**src/rtl/json_data_object_extractor_defines.svh**
```systemverilog
// Assertion macros for the JSON object extractor.
// Both expect clk_i and rst_ni in scope at the point of use.
`ifndef JSON_DATA_OBJECT_EXTRACTOR_DEFINES_SVH
`define JSON_DATA_OBJECT_EXTRACTOR_DEFINES_SVH

`ifndef SYNTHESIS
// checked only outside reset
`define JDOE_ASSERT(label, prop) \
  label: assert property (@(posedge clk_i) disable iff (!rst_ni) prop) \
    else $error("jdoe assertion failed");
// checked at every edge, reset included
`define JDOE_ASSERT_ALWAYS(label, prop) \
  label: assert property (@(posedge clk_i) prop) \
    else $error("jdoe assertion failed");
`else
`define JDOE_ASSERT(label, prop)
`define JDOE_ASSERT_ALWAYS(label, prop)
`endif

`endif

```
**src/rtl/jdoe_pkg.sv**
```systemverilog
package jdoe_pkg;

  localparam int unsigned PayloadCap   = 256;
  localparam int unsigned TextBufSize  = 1024;
  localparam int unsigned KeyLen       = 7;

  localparam int unsigned KeptW = $clog2(PayloadCap);
  localparam int unsigned PosW  = $clog2(TextBufSize);

  localparam logic [7:0] ChOpen  = 8'h7B;  // '{'
  localparam logic [7:0] ChClose = 8'h7D;  // '}'
  localparam logic [7:0] ChSpace = 8'h20;  // ' '
  localparam logic [7:0] ChQuote = 8'h22;  // '"'
  localparam logic [7:0] ChD     = 8'h44;  // 'D'

  typedef enum logic [3:0] {
    PhKey   = 4'b0001,
    PhSpace = 4'b0010,
    PhCopy  = 4'b0100,
    PhDone  = 4'b1000
  } phase_e;

  typedef struct packed {
    logic [7:0] text_byte;
    logic       frame_end;
  } jdoe_in_t;

  typedef struct packed {
    logic [7:0] payload_byte;
    logic       payload_valid;
    logic [7:0] payload_index;
    logic       done_res;
    logic       found;
    logic [7:0] payload_length;
  } jdoe_out_t;

  // characters of the key "DATA": in match order
  function automatic logic [7:0] key_char(logic [2:0] idx);
    logic [7:0] ch;
    case (idx)
      3'd0:    ch = ChQuote;
      3'd1:    ch = ChD;
      3'd2:    ch = 8'h41;  // 'A'
      3'd3:    ch = 8'h54;  // 'T'
      3'd4:    ch = 8'h41;  // 'A'
      3'd5:    ch = ChQuote;
      3'd6:    ch = 8'h3A;  // ':'
      default: ch = 8'h00;
    endcase
    return ch;
  endfunction

endpackage

```
**src/rtl/jdoe_scan.sv**
```systemverilog
module jdoe_scan (
  input  logic              clk_i,
  input  logic              rst_ni,
  input  logic              step_i,
  input  jdoe_pkg::jdoe_in_t  item_i,
  output jdoe_pkg::jdoe_out_t res_o
);
  import jdoe_pkg::*;

  phase_e           phase_q, phase_d;
  logic [2:0]       match_q, match_d;
  logic [PosW-1:0]  depth_q, depth_d;
  logic [KeptW-1:0] kept_q,  kept_d;
  logic [PosW-1:0]  pos_q,   pos_d;
  logic             over_q,  over_d;

  logic [7:0] c;
  logic       in_text;
  logic       closed;
  logic [2:0] j;

  assign c = item_i.text_byte;

  always_comb begin
    phase_d = phase_q;
    match_d = match_q;
    depth_d = depth_q;
    kept_d  = kept_q;
    pos_d   = pos_q;
    over_d  = over_q;
    res_o   = '0;
    closed  = 1'b0;
    j       = 3'd0;
    in_text = !over_q && (c != 8'h00) && (pos_q < PosW'(TextBufSize - 1));

    if (!over_q && !in_text) begin
      over_d = 1'b1;
      if (phase_q != PhDone) begin
        res_o.done_res = 1'b1;
        phase_d        = PhDone;
      end
    end else if (in_text) begin
      pos_d = pos_q + 1'b1;
      case (phase_q)
        PhKey: begin
          // partial-match fallback: a quote restarts the match; after "DATA" a 'D' does too
          if (match_q != 3'd0 && c == key_char(match_q)) begin
            j = match_q + 3'd1;
          end else if (match_q == 3'd6 && c == ChD) begin
            j = 3'd2;
          end else if (c == ChQuote) begin
            j = 3'd1;
          end else begin
            j = 3'd0;
          end
          if (j == 3'(KeyLen)) begin
            phase_d = PhSpace;
            match_d = 3'd0;
          end else begin
            match_d = j;
          end
        end
        PhSpace: begin
          if (c == ChOpen) begin
            phase_d = PhCopy;
          end else if (c != ChSpace) begin
            res_o.done_res = 1'b1;
            phase_d        = PhDone;
          end
        end
        default: ;
      endcase

      if (phase_d == PhCopy) begin
        if (c == ChOpen) begin
          depth_d = depth_q + 1'b1;
        end else if (c == ChClose) begin
          if (depth_q != '0) depth_d = depth_q - 1'b1;
          closed = (depth_d == '0);
        end
        if (kept_q < KeptW'(PayloadCap - 1)) begin
          res_o.payload_valid = 1'b1;
          res_o.payload_byte  = c;
          res_o.payload_index = 8'(kept_q);
          kept_d              = kept_q + 1'b1;
        end
        if (closed) begin
          res_o.done_res       = 1'b1;
          res_o.found          = 1'b1;
          res_o.payload_length = 8'(kept_d);
          phase_d              = PhDone;
        end
      end
    end

    if (item_i.frame_end) begin
      if (phase_d != PhDone) res_o.done_res = 1'b1;
      phase_d = PhKey;
      match_d = '0;
      depth_d = '0;
      kept_d  = '0;
      pos_d   = '0;
      over_d  = 1'b0;
    end
  end

  always_ff @(posedge clk_i or negedge rst_ni) begin
    if (!rst_ni) begin
      phase_q <= PhKey;
      match_q <= '0;
      depth_q <= '0;
      kept_q  <= '0;
      pos_q   <= '0;
      over_q  <= 1'b0;
    end else if (step_i) begin
      phase_q <= phase_d;
      match_q <= match_d;
      depth_q <= depth_d;
      kept_q  <= kept_d;
      pos_q   <= pos_d;
      over_q  <= over_d;
    end
  end

endmodule

```
**src/rtl/jdoe_out_reg.sv**
```systemverilog
module jdoe_out_reg (
  input  logic                clk_i,
  input  logic                rst_ni,
  input  logic                load_i,
  input  jdoe_pkg::jdoe_out_t res_i,
  input  logic                out_stall_i,
  output logic                out_valid_o,
  output jdoe_pkg::jdoe_out_t out_data_o
);
  import jdoe_pkg::*;

  logic      valid_q, valid_d;
  jdoe_out_t data_q;

  always_comb begin
    valid_d = valid_q;
    if (load_i) begin
      valid_d = 1'b1;
    end else if (!out_stall_i) begin
      valid_d = 1'b0;
    end
  end

  always_ff @(posedge clk_i or negedge rst_ni) begin
    if (!rst_ni) begin
      valid_q <= 1'b0;
    end else begin
      valid_q <= valid_d;
    end
  end

  always_ff @(posedge clk_i) begin
    if (load_i) begin
      data_q <= res_i;
    end
  end

  assign out_valid_o = valid_q;
  assign out_data_o  = data_q;

endmodule

```
**src/rtl/json_data_object_extractor.sv**
```systemverilog
// JSON "DATA" object extractor.
// Input channel (in_valid_i / in_stall_o / in_data_i): one text byte per item,
// frame_end set on the last byte of a snapshot. Output channel (out_valid_o /
// out_stall_i / out_data_o): exactly one result item per input item, in order.
// The scanner looks for the key "DATA": , skips spaces, requires '{' and then
// forwards every byte up to the matching '}' with payload_valid and its index
// (at most PayloadCap-1 bytes kept). done_res is set once per snapshot, with
// found and payload_length telling the outcome.
// The result of an item is registered and appears at out_valid_o in the cycle
// after it is accepted. One item per cycle while in_stall_o is low; the scan state update
// is a single registered step per byte.
// The result register is the only buffer: in_stall_o rises only while a result
// is held and the receiver stalls, so with an idle receiver items flow every
// cycle. A stalled result holds its value until taken.
// Reset (rst_ni low, asynchronous) empties the result register and returns the
// scanner to key search at the start of a snapshot.
`include "json_data_object_extractor_defines.svh"

module json_data_object_extractor (
  input  logic                clk_i,
  input  logic                rst_ni,
  input  logic                in_valid_i,
  output logic                in_stall_o,
  input  jdoe_pkg::jdoe_in_t  in_data_i,
  output logic                out_valid_o,
  input  logic                out_stall_i,
  output jdoe_pkg::jdoe_out_t out_data_o
);
  import jdoe_pkg::*;

  logic      step;
  jdoe_out_t res;

  // Stall only when the result register is full and cannot drain this cycle.
  assign in_stall_o = out_valid_o && out_stall_i;
  assign step       = in_valid_i && !in_stall_o;

  // Per-byte scan state and result logic.
  jdoe_scan u_scan (
    .clk_i  (clk_i),
    .rst_ni (rst_ni),
    .step_i (step),
    .item_i (in_data_i),
    .res_o  (res)
  );

  // Result register toward the receiver.
  jdoe_out_reg u_out (
    .clk_i       (clk_i),
    .rst_ni      (rst_ni),
    .load_i      (step),
    .res_i       (res),
    .out_stall_i (out_stall_i),
    .out_valid_o (out_valid_o),
    .out_data_o  (out_data_o)
  );

  `JDOE_ASSERT(a_stall_only_when_full, in_stall_o |-> out_valid_o)
  `JDOE_ASSERT(a_found_with_done, (out_valid_o && out_data_o.found) |-> out_data_o.done_res)
  `JDOE_ASSERT(a_length_with_found,
               (out_valid_o && out_data_o.payload_length != 8'd0) |-> out_data_o.found)
  `JDOE_ASSERT_ALWAYS(a_empty_in_reset, !rst_ni |-> !out_valid_o)

endmodule
```
**config.mk**
```make
export PLATFORM = sky130hd
export DESIGN_NAME = json_data_object_extractor
export DESIGN_NICKNAME = d
export VERILOG_FILES = /design/src/rtl/jdoe_pkg.sv /design/src/rtl/jdoe_scan.sv /design/src/rtl/jdoe_out_reg.sv /design/src/rtl/json_data_object_extractor.sv
export VERILOG_INCLUDE_DIRS = /design/src /design/src/rtl
export SDC_FILE = /design/constraint.sdc
export NUM_CORES = 1
export LEC_CHECK = 0
export BUFFER_PORTS_ARGS = -buffer_cell sky130_fd_sc_hd__buf_2
export CORE_UTILIZATION = 42
export DETAILED_ROUTE_END_ITERATION = 7
export PLACE_DENSITY = 0.6
export SKIP_CTS_REPAIR_TIMING = 1
export SYNTH_ARGS = -nofsm -noshare
export SYNTH_HDL_FRONTEND = slang
export SYNTH_SLANG_ARGS = --single-unit
```
**constraint.sdc**
```tcl
create_clock -name clk_i -period 4.3 [get_ports clk_i]
set_clock_uncertainty 0.05 [all_clocks]
set_input_delay 0.86 -clock clk_i [delete_from_list [all_inputs] [get_ports clk_i]]
set_output_delay 0.86 -clock clk_i [all_outputs]
set_load 0.01 [all_outputs]
```
==> results.txt <==
The run finished with clean final reports. The number of nets in the final layout came out at 465. The dominant cell by count in the synthesized netlist is sky130_fd_sc_hd__nor2_1. The number of port buffers is between 40 and 50. TritonCTS built the clock tree. The placer's final routability congestion estimate came out at around 0.85.

By area the synthesized netlist is led by sky130_fd_sc_hd__dfrtp_1 23%, sky130_fd_sc_hd__edfxtp_1 21%, sky130_fd_sc_hd__nor2_1 3.5%. The y dimension of the die is ~99 um. After synthesis the cells add up to about 0.004 mm^2.

The switching portion of total power is between 30% and 40%. After synthesis the netlist holds a flip-flop and latch count of 64. The number of violations reported at the end of detailed-routing iteration 0 is between 200 and 250.

The number of distinct library cells after synthesis is 71. The worst max-slew margin expressed relative to the limit came out at 42.3%. Data on the critical path is required at its endpoint by between 4 and 5 ns.

The register area is roughly 0.0017 mm^2. The number of inserted filler cells in the final layout is between 800 and 900. The highest ir drop seen on vdd came out at between 0.0002 and 0.00025 V. The critical path in this run is classified as in2reg. Using the TritonRoute via totals, the vias-per-cell ratio works out to roughly 5.9. The sequential fraction of the synthesis area came out at 44.2%. The number of global-route vias before repair came out at 3064. The overall global routing resource usage is 19.6%. The end-of-flow core utilization is approximately half. Cells with a size suffix above 1 make up 17.4% of the layout.

The total negative slack for setup checks came out at 0 ns. By count the netlist is led by 37 x sky130_fd_sc_hd__nor2_1, 36 x sky130_fd_sc_hd__dfrtp_1, 35 x sky130_fd_sc_hd__nand2_1, 27 x sky130_fd_sc_hd__edfxtp_1, 24 x sky130_fd_sc_hd__o21ai_0. Per report_power, the clock group accounts for about a third of the total. Detailed placement finished with a half-perimeter wire length of between 6000 and 7000 um. The area growth from synthesis to layout came out at 11.9%. Setup repair after global routing left no endpoint under its margin.

For the finished layout, the period the worst path requires is 2.95 ns. The internal power summed over all cells came out at around 1.2 mW. Of all cell types, the one taking the most synthesized area is sky130_fd_sc_hd__dfrtp_1. The maximum number of pins on one net before global-route repair came out at 38. The total power density per cell area is roughly 380 mW/mm^2.

The clock drives between 60 and 70 sinks. After synthesis, the mean cell area works out to roughly 9.6 um^2. The net switching power is slightly above 0.5 mW.

The number of slew-limit violations in the final report was 0. Max-cap violations in this run came to 0. The clock-pin transition on the worst setup and hold timing paths is about 0.080 ns. The synthesized instance count came out at between 400 and 500.

The total vias in the final route came out at ~3300. The number of buffers created by CTS is 9. The horizontal die dimension came out at 98.8 um. The average wire per standard cell is 16.1 um. The proportion of netlist area held by the largest area contributor is between 20% and 30%. For the worst setup path, the data arrival time is approximately 3.1 ns. The post-synth net total is ~430. The total count of hold-check failures in the final report came out at 0.

The first-pass iteration count of the detailed router is 4. The post-detailed-routing wire length came out at 8960 um. The area used by multi-input combinational logic came out at ~0.002 mm^2.

The register share of total power is 46.2%. The number of antenna violations at the first check in global routing was 0. The remaining routing DRC violations is 0.

The slew of the pin with the lowest slew margin is between 0.8 and 0.9 ns. The antenna diode count came out at 0. The warning count from the yosys run is 0. The initial cell density of the core came out at between 40% and 50%. The number of failing setup endpoints in the final timing report is 0.

The highest net fanout along the worst path is 20. Timing would allow up to about 340 MHz. The ratio of final minimum period to clock period came out at around 70%.

For this run, the leading register cell type out of synthesis is sky130_fd_sc_hd__dfrtp_1. The first global-routing pass estimated around 15000 um of wire. The final global-route overflow total came out at 0. The worst setup path is captured at a flop.

The depth of the CTS H-tree is 3. The post-synthesis async set-or-reset flop share came out at roughly 58%. The insertion delay of the later-clocked pin in the worst-skew pair is 0.35 ns. The static leakage came out at approximately 1.7 nW. The number of flops mapped to enable cells by yosys came out at 27. The floorplan has 34 rows.

The launching element type of the critical path is an input pin. CTS placed an instance of sky130_fd_sc_hd__clkbuf_8 at the clock tree root. The combinational share of power came out at 18.9%. The worst min-delay path class is reg2reg.

The detail route stage leaves a number of antenna-violating nets equal to 0. The area of the core region came out at between 0.008 and 0.009 mm^2. The maximum clock insertion buffer count is 2. The boundary pin count came out at between 40 and 50. The die covers around 0.0098 mm^2.
## critical path, cell delays in order
cell,delay (ns)
sky130_fd_sc_hd__buf_2,0.14
sky130_fd_sc_hd__nand4bb_4,0.23
sky130_fd_sc_hd__o31a_1,0.34
sky130_fd_sc_hd__or4_4,0.45
sky130_fd_sc_hd__o31a_1,0.53
sky130_fd_sc_hd__and2_0,0.27
sky130_fd_sc_hd__a311o_1,0.31
## layer usage
layer  share of wire (%)  routed length, um  track usage (%)  vias up
li1                    -                  -                -     1611
met5                   0                  0                0        -
met1                  50               4450             27.4     1585
met3                 4.8                426             3.19        5
met2                  45               4020             30.4       76
met4                0.78                 70             8.15        0
## cell usage in the layout (no fill, tap or decap), types with 4 or more instances in the layout
cell / n
sky130_fd_sc_hd__a21oi_1: 13
sky130_fd_sc_hd__a22o_1: 5
sky130_fd_sc_hd__a311o_1: 4
sky130_fd_sc_hd__and2_1: 18
sky130_fd_sc_hd__and3_1: 8
sky130_fd_sc_hd__buf_2: 41
sky130_fd_sc_hd__clkbuf_8: 9
sky130_fd_sc_hd__dfrtp_1: 36
sky130_fd_sc_hd__edfxtp_1: 27
sky130_fd_sc_hd__ha_1: 10
sky130_fd_sc_hd__inv_1: 10
sky130_fd_sc_hd__nand2_1: 35
sky130_fd_sc_hd__nand2b_1: 5
sky130_fd_sc_hd__nand3_1: 11
sky130_fd_sc_hd__nand4_1: 4
sky130_fd_sc_hd__nor2_1: 37
sky130_fd_sc_hd__nor2b_1: 5
sky130_fd_sc_hd__nor3_1: 12
sky130_fd_sc_hd__nor4_1: 22
sky130_fd_sc_hd__o21a_1: 5
sky130_fd_sc_hd__o21ai_0: 24
sky130_fd_sc_hd__o31a_1: 4
sky130_fd_sc_hd__o31ai_1: 4
sky130_fd_sc_hd__or3_1: 6
sky130_fd_sc_hd__xnor2_1: 10
sky130_fd_sc_hd__xor2_1: 4
## power by group through the flow
stage	clock network [mW]	logic (mW)	registers (mW)
after global placement	0	0.303	0.778
after global routing	0.618	0.353	0.782
after floorplan	0	0.254	0.752
after CTS	0.597	0.315	0.768
final	0.583	0.314	0.769
after detailed placement	0	0.314	0.780
## cells by family (layout without fill, tap and decap cells)
group / after synthesis / after routing / synth area share (%)
buffers and inverters: 32 / 71 / 3.94
XOR/XNOR: 14 / 14 / 3.12
flip-flops: 64 / 64 / 44.2
AND/OR/NAND/NOR: 191 / 191 / 27.6
adder cells (fa/ha/maj): 10 / 10 / 3.18
AO/OA/AOI/OAI: 93 / 93 / 16.9
multiplexers: 4 / 4 / 1.08
## layout make-up
type                       instances  area share (%)
multi-input combinational        312            46.4
sequential                        64            39.5
timing repair buffer              44            5.17
tap                              108            3.07
clock buffer                       9            2.81
clock inverter                     7            2.16
inverter                          11           0.938
## worst paths after layout
path | start | to | slack [ns] | cells past startpoint
max | in_data_i[8] | u_scan.depth_q[4] | 1.35 | 7
min | u_out.out_valid_o | u_out.out_valid_o | 0.47 | 2
max reg2reg | u_scan.pos_q[0] | u_scan.depth_q[4] | 1.42 | 7
min reg2reg | u_out.out_valid_o | u_out.out_valid_o | 0.47 | 2
max in group asynchronous | rst_ni | u_scan.kept_q[6] | 3.08 | 1
min in group asynchronous | rst_ni | u_out.out_valid_o | 0.58 | 1
## stage by stage
| step | instances | total power [mW] | hold slack (ns) | cell area (um^2) | setup WS (ns) |
|---|---|---|---|---|---|
| 6_report | 555 | 1.67 | 0.470 | 4400 | 1.35 |
| 5_1_grt | 555 | 1.75 | 0.512 | 4400 | 1.07 |
| 3_5_place_dp | 539 | 1.09 | 0.460 | 4180 | 0.986 |
| 3_3_place_gp | 539 | 1.08 | 0.457 | 4180 | 1.06 |
| 4_1_cts | 555 | 1.68 | 0.478 | 4400 | 1.37 |
| 2_1_floorplan | 408 | 1.01 | 0.429 | 3940 | 1.34 |
## state kept, by name (all words and copies together) (netlist names)
register,cells
u_scan.pos_q,10
u_scan.kept_q,8
u_scan.match_q,3
u_scan.depth_q,10
u_out.out_data_o,27
u_scan.phase_q,4
u_scan.over_q,1
u_out.out_valid_o,1
No activity file was read; power rests on OpenSTA's default activity.
